**config.mk**
```make
export PLATFORM = sky130hd
export DESIGN_NAME = straight_drive_profile_step
export DESIGN_NICKNAME = d
export VERILOG_FILES = /design/src/sv/sdps_pkg.sv /design/src/sv/sdps_mix.sv /design/src/sv/straight_drive_profile_step.sv
export SDC_FILE = /design/constraint.sdc
export NUM_CORES = 2
export LEC_CHECK = 0
export ABC_AREA = 1
export BUFFER_PORTS_ARGS = -buffer_cell sky130_fd_sc_hd__buf_2
export CAP_MARGIN = 20
export CORE_UTILIZATION = 55
export DETAILED_ROUTE_END_ITERATION = 16
export PLACE_DENSITY = 0.74
export SYNTH_ARGS = -nofsm -noshare
export SYNTH_HDL_FRONTEND = slang
export SYNTH_SLANG_ARGS = --single-unit
export TNS_END_PERCENT = 30
```
**constraint.sdc**
```tcl
create_clock -name clock -period 13.55 [get_ports clock]
set_input_delay 0.6775 -clock clock [delete_from_list [all_inputs] [get_ports clock]]
set_output_delay 0.6775 -clock clock [all_outputs]
set_load 0.02 [all_outputs]
```
**src/sv/sdps_pkg.sv**
```systemverilog
// Shared types, widths and constants for the straight-drive profile step.
package sdps_pkg;

   // Field widths
   localparam int CRUISE_W  = 11;
   localparam int HEADING_W = 16;
   localparam int TICKS_W   = 20;
   localparam int GAIN_W    = 16;
   localparam int RATE_W    = 16;
   localparam int MINSPD_W  = 10;
   localparam int POS_W     = 21;
   localparam int ELAPSED_W = 24;
   localparam int VEL_W     = 12;
   localparam int CSR_IDX_W = 3;
   localparam int CSR_DATA_W = 20;

   // Internal widths
   localparam int SUM_W    = POS_W + 1;           // left + right
   localparam int REMAIN_W = TICKS_W + 1;         // half ticks left to go
   localparam int ERR_W    = HEADING_W + 2;       // heading difference, signed
   localparam int AERR_W   = 16;                  // folded |error| stays under 2^15
   localparam int MAG_W    = CRUISE_W;            // |cruise| up to 1024
   localparam int STEER_W  = 17;                  // |steer| stays under 2^17
   localparam int MIX_W    = 19;

   // Heading fold, hundredths of a degree (180 and 360 degrees)
   localparam logic signed [ERR_W-1:0] HALF_TURN = 18'sd18000;
   localparam logic signed [ERR_W-1:0] FULL_TURN = 18'sd36000;

   // Steer divide by 25600 = (x >> 10) / 25; the /25 is a reciprocal multiply,
   // exact for 22-bit dividends: ceil(2^28 / 25).
   localparam int             STEER_PRE_SHIFT = 10;
   localparam int             QUOT_IN_W       = 2 * GAIN_W - STEER_PRE_SHIFT;
   localparam int             RECIP_W         = 24;
   localparam int             RECIP_SHIFT     = 28;
   localparam logic [RECIP_W-1:0] RECIP_25    = 24'd10737419;

   localparam int ACC_SHIFT = 10;
   localparam int DEC_SHIFT = 11;

   localparam logic signed [VEL_W-1:0] VEL_MAX = 12'sd2047;
   localparam logic signed [VEL_W-1:0] VEL_MIN = -12'sd2048;

   typedef enum logic [CSR_IDX_W-1:0] {
      CSR_CRUISE_SPEED   = 3'd0,
      CSR_TARGET_HEADING = 3'd1,
      CSR_TARGET_TICKS   = 3'd2,
      CSR_STEER_GAIN     = 3'd3,
      CSR_ACCEL_RATE     = 3'd4,
      CSR_DECEL_RATE     = 3'd5,
      CSR_MIN_SPEED      = 3'd6
   } csr_index_type;

   // Per-word control flags carried down the pipe
   typedef struct packed {
      logic done;
      logic cruise_neg;
      logic err_neg;
   } mix_ctl_type;

   function automatic logic signed [VEL_W-1:0] sat_vel(input logic signed [MIX_W-1:0] v);
      logic signed [VEL_W-1:0] r;
      if (v > MIX_W'(VEL_MAX)) begin
         r = VEL_MAX;
      end else if (v < MIX_W'(VEL_MIN)) begin
         r = VEL_MIN;
      end else begin
         r = v[VEL_W-1:0];
      end
      return r;
   endfunction

endpackage

```
**src/sv/sdps_mix.sv**
```systemverilog
// Final velocity mix: signed speed plus and minus steer, saturated, zero when done.
module sdps_mix (
   input  sdps_pkg::mix_ctl_type                 ctl,
   input  logic [sdps_pkg::MAG_W-1:0]            mag,
   input  logic [sdps_pkg::STEER_W-1:0]          steer,
   output logic signed [sdps_pkg::VEL_W-1:0]     left_velocity,
   output logic signed [sdps_pkg::VEL_W-1:0]     right_velocity,
   output logic                                  done_res
);
   import sdps_pkg::*;

   logic signed [MIX_W-1:0] mag_s;
   logic signed [MIX_W-1:0] steer_u;
   logic signed [MIX_W-1:0] speed;
   logic signed [MIX_W-1:0] steer_s;
   logic signed [MIX_W-1:0] left_sum;
   logic signed [MIX_W-1:0] right_sum;

   always_comb begin
      mag_s     = signed'({{(MIX_W-MAG_W){1'b0}}, mag});
      steer_u   = signed'({{(MIX_W-STEER_W){1'b0}}, steer});
      speed     = ctl.cruise_neg ? -mag_s : mag_s;
      steer_s   = ctl.err_neg ? -steer_u : steer_u;
      left_sum  = speed + steer_s;
      right_sum = speed - steer_s;
      if (ctl.done) begin
         left_velocity  = '0;
         right_velocity = '0;
      end else begin
         left_velocity  = sat_vel(left_sum);
         right_velocity = sat_vel(right_sum);
      end
      done_res = ctl.done;
   end

endmodule

```
**src/sv/straight_drive_profile_step.sv**
```systemverilog
// An accepted req word reaches rsp_valid through all register stages, later if rsp stalls.
// Throughput: one word per cycle while rsp is not stalled; five register stages, each with its own valid bit.
// Stalls back up stage by stage, so bubbles close up and req stalls only when all are full.
// The longest stage is the 16x24 ramp multiply or the 22x24 reciprocal multiply.
// Reset (synchronous, active high) empties the pipe and clears all config registers to 0.
// Config writes land in a register and must be made while the pipe is empty.
module straight_drive_profile_step (
   input  logic                                  clock,
   input  logic                                  reset,
   // config write port
   input  logic                                  csr_we,
   input  logic [sdps_pkg::CSR_IDX_W-1:0]        csr_index,
   input  logic [sdps_pkg::CSR_DATA_W-1:0]       csr_wdata,
   // request channel
   input  logic                                  req_valid,
   output logic                                  req_stall,
   input  logic signed [sdps_pkg::POS_W-1:0]     req_left_position,
   input  logic signed [sdps_pkg::POS_W-1:0]     req_right_position,
   input  logic [sdps_pkg::HEADING_W-1:0]        req_heading_now,
   input  logic [sdps_pkg::ELAPSED_W-1:0]        req_elapsed_ms,
   // response channel
   output logic                                  rsp_valid,
   input  logic                                  rsp_stall,
   output logic signed [sdps_pkg::VEL_W-1:0]     rsp_left_velocity,
   output logic signed [sdps_pkg::VEL_W-1:0]     rsp_right_velocity,
   output logic                                  rsp_done_res
);
   import sdps_pkg::*;

   // ------------------------------------------------------------------
   // Config registers
   // ------------------------------------------------------------------
   logic signed [CRUISE_W-1:0]  cruise_speed_ff;
   logic [HEADING_W-1:0]        target_heading_ff;
   logic [TICKS_W-1:0]          target_ticks_ff;
   logic [GAIN_W-1:0]           steer_gain_ff;
   logic [RATE_W-1:0]           accel_rate_ff;
   logic [RATE_W-1:0]           decel_rate_ff;
   logic [MINSPD_W-1:0]         min_speed_ff;

   always_ff @(posedge clock) begin
      if (reset) begin
         cruise_speed_ff   <= '0;
         target_heading_ff <= '0;
         target_ticks_ff   <= '0;
         steer_gain_ff     <= '0;
         accel_rate_ff     <= '0;
         decel_rate_ff     <= '0;
         min_speed_ff      <= '0;
      end else if (csr_we) begin
         unique case (csr_index_type'(csr_index))
            CSR_CRUISE_SPEED:   cruise_speed_ff   <= signed'(csr_wdata[CRUISE_W-1:0]);
            CSR_TARGET_HEADING: target_heading_ff <= csr_wdata[HEADING_W-1:0];
            CSR_TARGET_TICKS:   target_ticks_ff   <= csr_wdata[TICKS_W-1:0];
            CSR_STEER_GAIN:     steer_gain_ff     <= csr_wdata[GAIN_W-1:0];
            CSR_ACCEL_RATE:     accel_rate_ff     <= csr_wdata[RATE_W-1:0];
            CSR_DECEL_RATE:     decel_rate_ff     <= csr_wdata[RATE_W-1:0];
            CSR_MIN_SPEED:      min_speed_ff      <= csr_wdata[MINSPD_W-1:0];
            default: ;  // unused index, write dropped
         endcase
      end
   end

   // ------------------------------------------------------------------
   // Pipeline flow control: a stage loads when it is empty or the
   // stage below it moves on.
   // ------------------------------------------------------------------
   logic v1_ff, v2_ff, v3_ff, v4_ff, v5_ff;
   logic rdy1, rdy2, rdy3, rdy4, rdy5;

   assign rdy5 = !v5_ff || !rsp_stall;
   assign rdy4 = !v4_ff || rdy5;
   assign rdy3 = !v3_ff || rdy4;
   assign rdy2 = !v2_ff || rdy3;
   assign rdy1 = !v1_ff || rdy2;

   assign req_stall = !rdy1;

   always_ff @(posedge clock) begin
      if (reset) begin
         v1_ff <= 1'b0;
         v2_ff <= 1'b0;
         v3_ff <= 1'b0;
         v4_ff <= 1'b0;
         v5_ff <= 1'b0;
      end else begin
         if (rdy1) v1_ff <= req_valid;
         if (rdy2) v2_ff <= v1_ff;
         if (rdy3) v3_ff <= v2_ff;
         if (rdy4) v4_ff <= v3_ff;
         if (rdy5) v5_ff <= v4_ff;
      end
   end

   // ------------------------------------------------------------------
   // Stage 1: wheel sum and raw heading error
   // ------------------------------------------------------------------
   logic signed [SUM_W-1:0]     s1_sum_ff, s1_sum_in;
   logic signed [ERR_W-1:0]     s1_err_ff, s1_err_in;
   logic [ELAPSED_W-1:0]        s1_elapsed_ff;

   always_comb begin
      s1_sum_in = {req_left_position[POS_W-1], req_left_position}
                + {req_right_position[POS_W-1], req_right_position};
      s1_err_in = signed'({2'b00, target_heading_ff}) - signed'({2'b00, req_heading_now});
   end

   always_ff @(posedge clock) begin
      if (rdy1) begin
         s1_sum_ff     <= s1_sum_in;
         s1_err_ff     <= s1_err_in;
         s1_elapsed_ff <= req_elapsed_ms;
      end
   end

   // ------------------------------------------------------------------
   // Stage 2: done test, remaining distance, heading fold and magnitude
   // ------------------------------------------------------------------
   logic [SUM_W-1:0]            s2_asum;
   logic [SUM_W-1:0]            s2_goal;
   logic [SUM_W-1:0]            s2_left;
   logic signed [ERR_W-1:0]     s2_fold;
   logic [ERR_W-1:0]            s2_aerr_w;
   mix_ctl_type                 s2_ctl_ff, s2_ctl_in;
   logic [REMAIN_W-1:0]         s2_remain_ff;
   logic [AERR_W-1:0]           s2_aerr_ff;
   logic [ELAPSED_W-1:0]        s2_elapsed_ff;

   always_comb begin
      // mean position in half ticks; done once it reaches twice the target
      s2_asum = s1_sum_ff[SUM_W-1] ? unsigned'(-s1_sum_ff) : unsigned'(s1_sum_ff);
      s2_goal = {1'b0, target_ticks_ff, 1'b0};
      s2_left = s2_goal - s2_asum;
      // fold once into +/-180 degrees
      priority if (s1_err_ff > HALF_TURN) begin
         s2_fold = s1_err_ff - FULL_TURN;
      end else if (s1_err_ff < -HALF_TURN) begin
         s2_fold = s1_err_ff + FULL_TURN;
      end else begin
         s2_fold = s1_err_ff;
      end
      s2_aerr_w = s2_fold[ERR_W-1] ? unsigned'(-s2_fold) : unsigned'(s2_fold);
      s2_ctl_in.done       = (s2_asum >= s2_goal);
      s2_ctl_in.cruise_neg = 1'b0;  // filled in at stage 4
      s2_ctl_in.err_neg    = s2_fold[ERR_W-1];
   end

   always_ff @(posedge clock) begin
      if (rdy2) begin
         s2_ctl_ff     <= s2_ctl_in;
         s2_remain_ff  <= s2_left[REMAIN_W-1:0];
         s2_aerr_ff    <= s2_aerr_w[AERR_W-1:0];
         s2_elapsed_ff <= s1_elapsed_ff;
      end
   end

   // ------------------------------------------------------------------
   // Stage 3: the three products
   // ------------------------------------------------------------------
   localparam int ACC_P_W = RATE_W + ELAPSED_W;
   localparam int DEC_P_W = RATE_W + REMAIN_W;
   localparam int STR_P_W = GAIN_W + AERR_W;

   mix_ctl_type                 s3_ctl_ff;
   logic [ACC_P_W-1:0]          s3_acc_p_ff;
   logic [DEC_P_W-1:0]          s3_dec_p_ff;
   logic [STR_P_W-1:0]          s3_str_p_ff;

   always_ff @(posedge clock) begin
      if (rdy3) begin
         s3_ctl_ff   <= s2_ctl_ff;
         s3_acc_p_ff <= ACC_P_W'(accel_rate_ff) * ACC_P_W'(s2_elapsed_ff);
         s3_dec_p_ff <= DEC_P_W'(decel_rate_ff) * DEC_P_W'(s2_remain_ff);
         s3_str_p_ff <= STR_P_W'(steer_gain_ff) * STR_P_W'(s2_aerr_ff);
      end
   end

   // ------------------------------------------------------------------
   // Stage 4: ramps, trapezoid minimum, reciprocal multiply for /25
   // ------------------------------------------------------------------
   localparam int ACC_W  = ACC_P_W - ACC_SHIFT + 1;
   localparam int DEC_W  = DEC_P_W - DEC_SHIFT + 1;
   localparam int QUOT_P_W = QUOT_IN_W + RECIP_W;

   logic [ACC_W-1:0]            s4_acc;
   logic [DEC_W-1:0]            s4_dec;
   logic [MAG_W-1:0]            s4_cruise_abs;
   logic [MAG_W-1:0]            s4_mag_in;
   mix_ctl_type                 s4_ctl_in;
   mix_ctl_type                 s4_ctl_ff;
   logic [MAG_W-1:0]            s4_mag_ff;
   logic [QUOT_P_W-1:0]         s4_quot_p_ff;

   always_comb begin
      s4_acc = {1'b0, s3_acc_p_ff[ACC_P_W-1:ACC_SHIFT]} + ACC_W'(min_speed_ff);
      s4_dec = {1'b0, s3_dec_p_ff[DEC_P_W-1:DEC_SHIFT]} + DEC_W'(min_speed_ff);
      s4_cruise_abs = cruise_speed_ff[CRUISE_W-1] ? unsigned'(-cruise_speed_ff)
                                                  : unsigned'(cruise_speed_ff);
      s4_mag_in = s4_cruise_abs;
      if (s4_acc < ACC_W'(s4_mag_in)) begin
         s4_mag_in = s4_acc[MAG_W-1:0];
      end
      if (s4_dec < DEC_W'(s4_mag_in)) begin
         s4_mag_in = s4_dec[MAG_W-1:0];
      end
      s4_ctl_in            = s3_ctl_ff;
      s4_ctl_in.cruise_neg = cruise_speed_ff[CRUISE_W-1];
   end

   always_ff @(posedge clock) begin
      if (rdy4) begin
         s4_ctl_ff    <= s4_ctl_in;
         s4_mag_ff    <= s4_mag_in;
         s4_quot_p_ff <= QUOT_P_W'(s3_str_p_ff[STR_P_W-1:STEER_PRE_SHIFT])
                       * QUOT_P_W'(RECIP_25);
      end
   end

   // ------------------------------------------------------------------
   // Stage 5: mix, saturate, output register
   // ------------------------------------------------------------------
   logic [STEER_W-1:0]          s5_steer;
   logic signed [VEL_W-1:0]     s5_left;
   logic signed [VEL_W-1:0]     s5_right;
   logic                        s5_done;
   logic signed [VEL_W-1:0]     rsp_left_ff;
   logic signed [VEL_W-1:0]     rsp_right_ff;
   logic                        rsp_done_ff;

   assign s5_steer = s4_quot_p_ff[RECIP_SHIFT+STEER_W-1:RECIP_SHIFT];

   sdps_mix u_mix (
      .ctl            (s4_ctl_ff),
      .mag            (s4_mag_ff),
      .steer          (s5_steer),
      .left_velocity  (s5_left),
      .right_velocity (s5_right),
      .done_res       (s5_done)
   );

   always_ff @(posedge clock) begin
      if (rdy5) begin
         rsp_left_ff  <= s5_left;
         rsp_right_ff <= s5_right;
         rsp_done_ff  <= s5_done;
      end
   end

   assign rsp_valid          = v5_ff;
   assign rsp_left_velocity  = rsp_left_ff;
   assign rsp_right_velocity = rsp_right_ff;
   assign rsp_done_res       = rsp_done_ff;

endmodule

```
Word level (Yosys, flattened, before mapping)
Cells that the tools add are included.
{"block": "classes", "n_mul": 4, "add_sub_neg": 14, "mux": 13, "bitwise_logic": 0, "shifts": 0, "div_mod_pow": 0, "order_cmp": 9, "reduce_logical": 22, "eq_ne": 6}
{"op": "two-way mux 11 bit", "count": 5}
{"op": "multiplier 22 x 24 -> 45 bit, second input constant", "count": 1}
{"op": "multiplier 16 x 24 -> 40 bit", "count": 1}
{"op": "greater-than comparator 19 x 12 -> 1 bit, second input constant", "count": 2}
{"op": "< comparator 19 x 12 -> 1 bit, second input constant", "count": 2}
{"op": "two-way mux 19 bit", "count": 2}
{"op": "multiplier 16 x 21 -> 37 bit", "count": 1}
{"op": "two-way mux 18 bit", "count": 2}
{"op": "multiplier 16 x 16 -> 32 bit", "count": 1}
{"op": "adder 30 x 10 -> 31 bit", "count": 1}
{"op": "< comparator 31 x 11 -> 1 bit", "count": 1}
{"op": "adder 26 x 10 -> 27 bit", "count": 1}
{"op": "< comparator 27 x 11 -> 1 bit", "count": 1}
{"op": "two-way mux 12 bit", "count": 2}
{"op": "adder 21 x 21 -> 22 bit", "count": 1}
{"op": ">= comparator 22 x 21 -> 1 bit", "count": 1}
{"op": "two-way mux 22 bit", "count": 1}
{"op": "negation 22 bit", "count": 1}
{"op": "subtractor 21 bit", "count": 1}
{"op": "adder 19 bit", "count": 1}
{"op": "negation 11 -> 19 bit", "count": 1}
{"op": "negation 17 -> 19 bit", "count": 1}
{"op": "subtractor 19 bit", "count": 1}
{"op": "adder 18 x 17 -> 18 bit, second input constant", "count": 1}
{"op": "15 further kinds", "count": 35}
{"block": "totals", "mem_count": 0, "mem_bits_ro": 0, "latchBits": 0, "regBits": 432, "word_cells": 103, "ram_bits": 0}

Depth between registers and ports, before layout
{"block": "logic_depth", "word_depth": 7, "depth_mapped": 39, "ltp_nobuf": 37}

Modules after synthesis
From an unflattened synthesis, not the netlist that was laid out.
{"block": "hier_totals", "cells_unflattened": 8024, "area_unflattened_um2": 64016.4}
{"module": "straight_drive_profile_step", "instances": 1, "cells_per_inst": 7336, "area_each_um2": 60361.6}
{"module": "sdps_mix", "instances": 1, "cells_per_inst": 688, "area_each_um2": 3654.8}

Worst setup path before layout
OpenSTA, ideal clock, no wires.
{"block": "synth_timing", "path_kind": "in2reg", "start": "input port rsp_stall", "end": "register s1_elapsed_ff[0] (enable)", "required_time_ns": 13.132, "arrival_ns": 6.890, "setup_time_ns": 0.418, "path_buffers": 0, "cell_stages": 9, "path_slack_ns": 6.242, "cell_sequence": "nand2_1 -> nor2_1 -> inv_1 -> nor2_1 -> inv_1 -> nor2_1 -> inv_1 -> nor2_1 -> inv_1"}
{"block": "synth_between", "elab_chain_len": 6}
{"item": "start, declared", "line": "straight_drive_profile_step.sv:23", "source": "input logic rsp_stall,"}
{"item": "logical NOT 1 bit", "line": "straight_drive_profile_step.sv:71", "source": "assign rdy5 = !v5_ff || !rsp_stall;"}
{"item": "logical OR 1 bit", "line": "straight_drive_profile_step.sv:71"}
{"item": "logical OR 1 bit", "line": "straight_drive_profile_step.sv:72", "source": "assign rdy4 = !v4_ff || rdy5;"}
{"item": "net rdy4", "line": "straight_drive_profile_step.sv:69", "source": "logic rdy1, rdy2, rdy3, rdy4, rdy5;"}
{"item": "logical OR 1 bit", "line": "straight_drive_profile_step.sv:73", "source": "assign rdy3 = !v3_ff || rdy4;"}
{"item": "net rdy3", "line": "straight_drive_profile_step.sv:69"}
{"item": "logical OR 1 bit", "line": "straight_drive_profile_step.sv:74", "source": "assign rdy2 = !v2_ff || rdy3;"}
{"item": "net rdy2", "line": "straight_drive_profile_step.sv:69"}
{"item": "logical OR 1 bit", "line": "straight_drive_profile_step.sv:75", "source": "assign rdy1 = !v1_ff || rdy2;"}
{"item": "end signal, assigned", "line": "straight_drive_profile_step.sv:112", "source": "s1_elapsed_ff <= req_elapsed_ms;"}
{"item": "end, declared", "line": "straight_drive_profile_step.sv:100", "source": "logic [ELAPSED_W-1:0] s1_elapsed_ff;"}
The timed path passes the listed nets, and every way through them passes these cells.
A chain may end at the register's enable or synchronous reset.

Final worst setup path
{"block": "layout_timing", "start": "register accel_rate_ff[8]", "end": "register s3_acc_p_ff[35] (data pin)"}
{"block": "layout_between", "elab_chain_len": 1}
{"item": "start, declared", "line": "straight_drive_profile_step.sv:37", "source": "logic [RATE_W-1:0] accel_rate_ff;"}
{"item": "start signal, assigned", "line": "straight_drive_profile_step.sv:56", "source": "CSR_ACCEL_RATE: accel_rate_ff <= csr_wdata[RATE_W-1:0];"}
{"item": "multiplier 16 x 24 -> 40 bit", "line": "straight_drive_profile_step.sv:172", "source": "s3_acc_p_ff <= ACC_P_W'(accel_rate_ff) * ACC_P_W'(s2_elapsed_ff);"}
{"item": "end signal, assigned", "line": "straight_drive_profile_step.sv:172"}
{"item": "end, declared", "line": "straight_drive_profile_step.sv:165", "source": "logic [ACC_P_W-1:0] s3_acc_p_ff;"}
Every way passes these cells.

==> reports/metrics.csv <==
stage,metric,value,unit
placed_design,Final HPWL DP,133000,um
logic_synthesis,sequential area share after synthesis,0.160,
placed_design,GPL Wtd Cong,0.944,
die,Starting Density,0.557,
clocking,CTS Hold Bufs,0,
pwr,Comb pwr share,0.668,
clocking,H-tree depth,2,
clocking,CTS resizes,0,
drt,number of vias per cell,5.29,
timing,final setup fails,0,
drt,DRT iter0 DRCs,3355,
die,Site Rows,123,
die,Die Y,340,um
job,maxcap violations,0,
worst_setup_path,CP Data Required Time,13.96,ns
pwr,sequential power share,0.194,
logic_synthesis,Mapped Cells,7754,
clocking,Clock transition at path regs,0.07,ns
finish,Util after Layout,0.587,
pwr,Pleak,0.0368,uW
drt,average wire per standard cell,17.6,um
drt,routed vias,48820,
worst_setup_path,crit-path max FO,25,
logic_synthesis,Ys Warns,0,
drt,DRC,0,
worst_setup_path,kind of critical path,flop to flop,
logic_synthesis,Synth cell types,61,
timing,RSZ-0062 raised after global routing,false,
logic_synthesis,Syn Area/Cell,8.11,sq um
pwr,Internal,5020,uW
die,I/O pin total,137,
worst_setup_path,Setup crit end kind,flop,
placed_design,Cells after DPL,9132,
timing,"Slew Viols, Final",0,
global_routing,vias in the first global route,50641,
finish,Nets,9441,
timing,slew of the pin with the lowest slew margin,1.12,ns
logic_synthesis,syn nets,9514,
clocking,largest buffer count on any clock path,3,
timing,Hold Fails Final Rpt,0,
logic_synthesis,Synth Flop Type,edfxtp_1,
timing,max frequency,0.151,GHz
die,full die area,116000,sq um
worst_setup_path,crit start category,flop,
timing,relative slew slack,0.254,
logic_synthesis,"flops & latches, synth",372,
global_routing,largest net degree at the start of global routing,71,
min_path,Hold WC Path Type,input pin to flop,
clocking,post-CTS setup buffer count,0,
finish,share of post-route cells with drive strength above 1,0.0407,
clocking,Sink Count,372,
logic_synthesis,Async SR Flop Fraction,0,
clocking,CTS buffer count,47,
placed_design,Post-DP Area,64600,sq um
global_routing,global-route wire length before repair,266000,um
die,core area,113000,sq um
timing,Period minus WS final,6.63,ns
timing,crit share post-route,0.489,
pwr,Peak VDD IR,0.000295,V
pwr,Power Density,158,nW/um^2
drt,DRT Pass-1 Iters,6,
global_routing,Total GRT Usage,0.289,
worst_setup_path,"Arr. time, crit path",7.03,ns
pwr,Sw Ratio,0.522,
timing,skew final,0.0355,ns
clocking,CTS tree,done,
clocking,Skew-Pair Late Insertion Delay,0.66,ns
outcome,status,completed,
placed_design,Buffers on Ports,136,
finish,final-layout fill cell count,10138,
logic_synthesis,Synth Cell Area,62900,sq um
global_routing,initial antenna violation count,15,
finish,Synth-to-Final Area Change,5.54,%
logic_synthesis,Post-synth EDFFs,262,
timing,Setup TNS,0,ns
pwr,sw power,5480,uW
finish,cell area after layout,66400,sq um
pwr,clock share of power,0.138,
clocking,CTS Root Buffer Type,clkbuf_16,
global_routing,global route overflow,0,
die,DIE WIDTH,340,um
finish,Post-Layout Cell Count,9230,
drt,Post-Route WL,163000,um
drt,Routed Antenna Nets,0,
## cells in the mapped netlist (9+ instances only)
cell	count	area [sq um]
a21o_1	21	158
edfxtp_1	262	7870
a21oi_1	373	1870
a31oi_1	45	282
a211oi_1	37	278
xnor2_1	69	604
o21a_1	16	120
nand4_1	58	363
nand2_1	1773	6660
o21bai_1	14	105
o21ai_1	19	95.1
dfxtp_1	110	2200
fa_1	948	19000
buf_2	13	65.1
inv_1	2011	7550
nor2_2	9	56.3
buf_1	10	37.5
a21boi_0	9	67.6
o21ai_0	154	771
nand3_1	132	661
nor2_1	314	1180
xor2_1	225	1970
nor3_1	48	240
o211ai_1	12	90.1
ha_1	702	8780
or2_2	11	68.8
clkbuf_1	257	965
nand2_2	10	62.6
## final cells by class
class | instances | area, sq um | area share
Tap cell | 1500 | 1880 | 0.0283
Timing Repair Buffer | 164 | 913 | 0.0138
Inverter | 2020 | 7580 | 0.114
Clock inverter | 37 | 567 | 0.00854
Sequential cell | 372 | 10100 | 0.152
Clock buffer | 51 | 1210 | 0.0183
Multi-Input combinational cell | 5076 | 44100 | 0.665
Antenna cell | 10 | 25.0 | 0.000377
## critical path: stages, from the launching register on
cell	delay (ns)
dfxtp_1	1.06
nand2_1	0.20
fa_1	0.57
inv_1	0.05
fa_1	0.51
inv_1	0.05
fa_1	0.48
inv_1	0.06
fa_1	0.50
fa_1	0.56
inv_1	0.06
fa_1	0.52
inv_1	0.04
ha_1	0.34
a21oi_1	0.17
inv_1	0.08
a21oi_1	0.11
a21boi_0	0.31
o21ai_0	0.22
nand3_1	0.11
o211ai_1	0.13
nand2_1	0.11
nand2_1	0.05
nand2_1	0.05
nand2_1	0.04
## flip-flops by register name, indices dropped and copies added, names as in the netlist, 16 cells and up
register / cells
s3_acc_p_ff: 30
s3_dec_p_ff: 26
s1_elapsed_ff: 24
s2_elapsed_ff: 24
s1_sum_ff: 22
s3_str_p_ff: 22
s2_remain_ff: 21
target_ticks_ff: 20
s1_err_ff: 17
s4_quot_p_ff: 17
accel_rate_ff: 16
decel_rate_ff: 16
s2_aerr_ff: 16
steer_gain_ff: 16
target_heading_ff: 16
## path summary, 6_finish.rpt
| kind | start | slack (ns) | end | depth (start not counted) |
|---|---|---|---|---|
| max | accel_rate_ff[8] | 6.92 | s3_acc_p_ff[35] | 24 |
| min | req_elapsed_ms[22] | 0.19 | s1_elapsed_ff[22] | 1 |
| max reg2reg | accel_rate_ff[8] | 6.92 | s3_acc_p_ff[35] | 24 |
| min reg2reg | s1_elapsed_ff[17] | 0.41 | s2_elapsed_ff[17] | 0 |
## cells in the final DEF (no fill, tap or decap), types with 16 or more instances in the layout
master	synthesis	routed
o21ai_1	19	19
ha_1	702	702
edfxtp_1	262	262
dfxtp_1	110	110
nand3_1	132	132
fa_1	948	948
nand4_1	58	58
a21o_1	21	21
clkbuf_16	0	48
xor2_1	225	225
o21a_1	16	16
a211oi_1	37	37
xnor2_1	69	69
nor3_1	48	48
buf_4	5	28
buf_2	13	135
nand2_1	1773	1773
a21oi_1	373	373
a31oi_1	45	45
o21ai_0	154	154
inv_1	2011	2008
nor2_1	314	314
## power groups by stage
stage	logic, uW	registers [uW]	clock network, uW
6_report	7010	2040	1450
5_1_grt	8040	2070	1510
4_1_cts	7010	2020	1480
3_5_place_dp	6950	2040	0
3_3_place_gp	6850	2030	0
2_1_floorplan	5390	1690	0
## logic make-up after synthesis
| group | Yosys count | share of synthesized area |
|---|---|---|
| flip-flops | 372 | 0.160 |
| AO/OA/AOI/OAI | 739 | 0.0665 |
| other | 1 | 0.0000596 |
| XOR/XNOR | 294 | 0.0410 |
| adder cells (fa/ha/maj) | 1650 | 0.442 |
| AND/OR/NAND/NOR | 2392 | 0.152 |
| buffers and inverters | 2306 | 0.138 |
## layer usage
layer	routed length (um)	global-route usage	up-vias
met5	93	0	-
met4	4850	0.0831	14
met3	12700	0.0518	316
met2	75100	0.476	1677
met1	69900	0.391	23685
li1	-	-	23128
## metrics by stage
stage / power (uW) / setup WS, ns / hold slack, ns
floorplan: 7080 / 6.24 / 0.400
global placement: 8880 / 6.98 / 0.401
detailed placement: 8990 / 7.02 / 0.405
CTS: 10500 / 7.01 / 0.150
global route: 11600 / 6.55 / 0.167
finish: 10500 / 6.92 / 0.189
No activity file was read; power rests on OpenSTA's default activity.
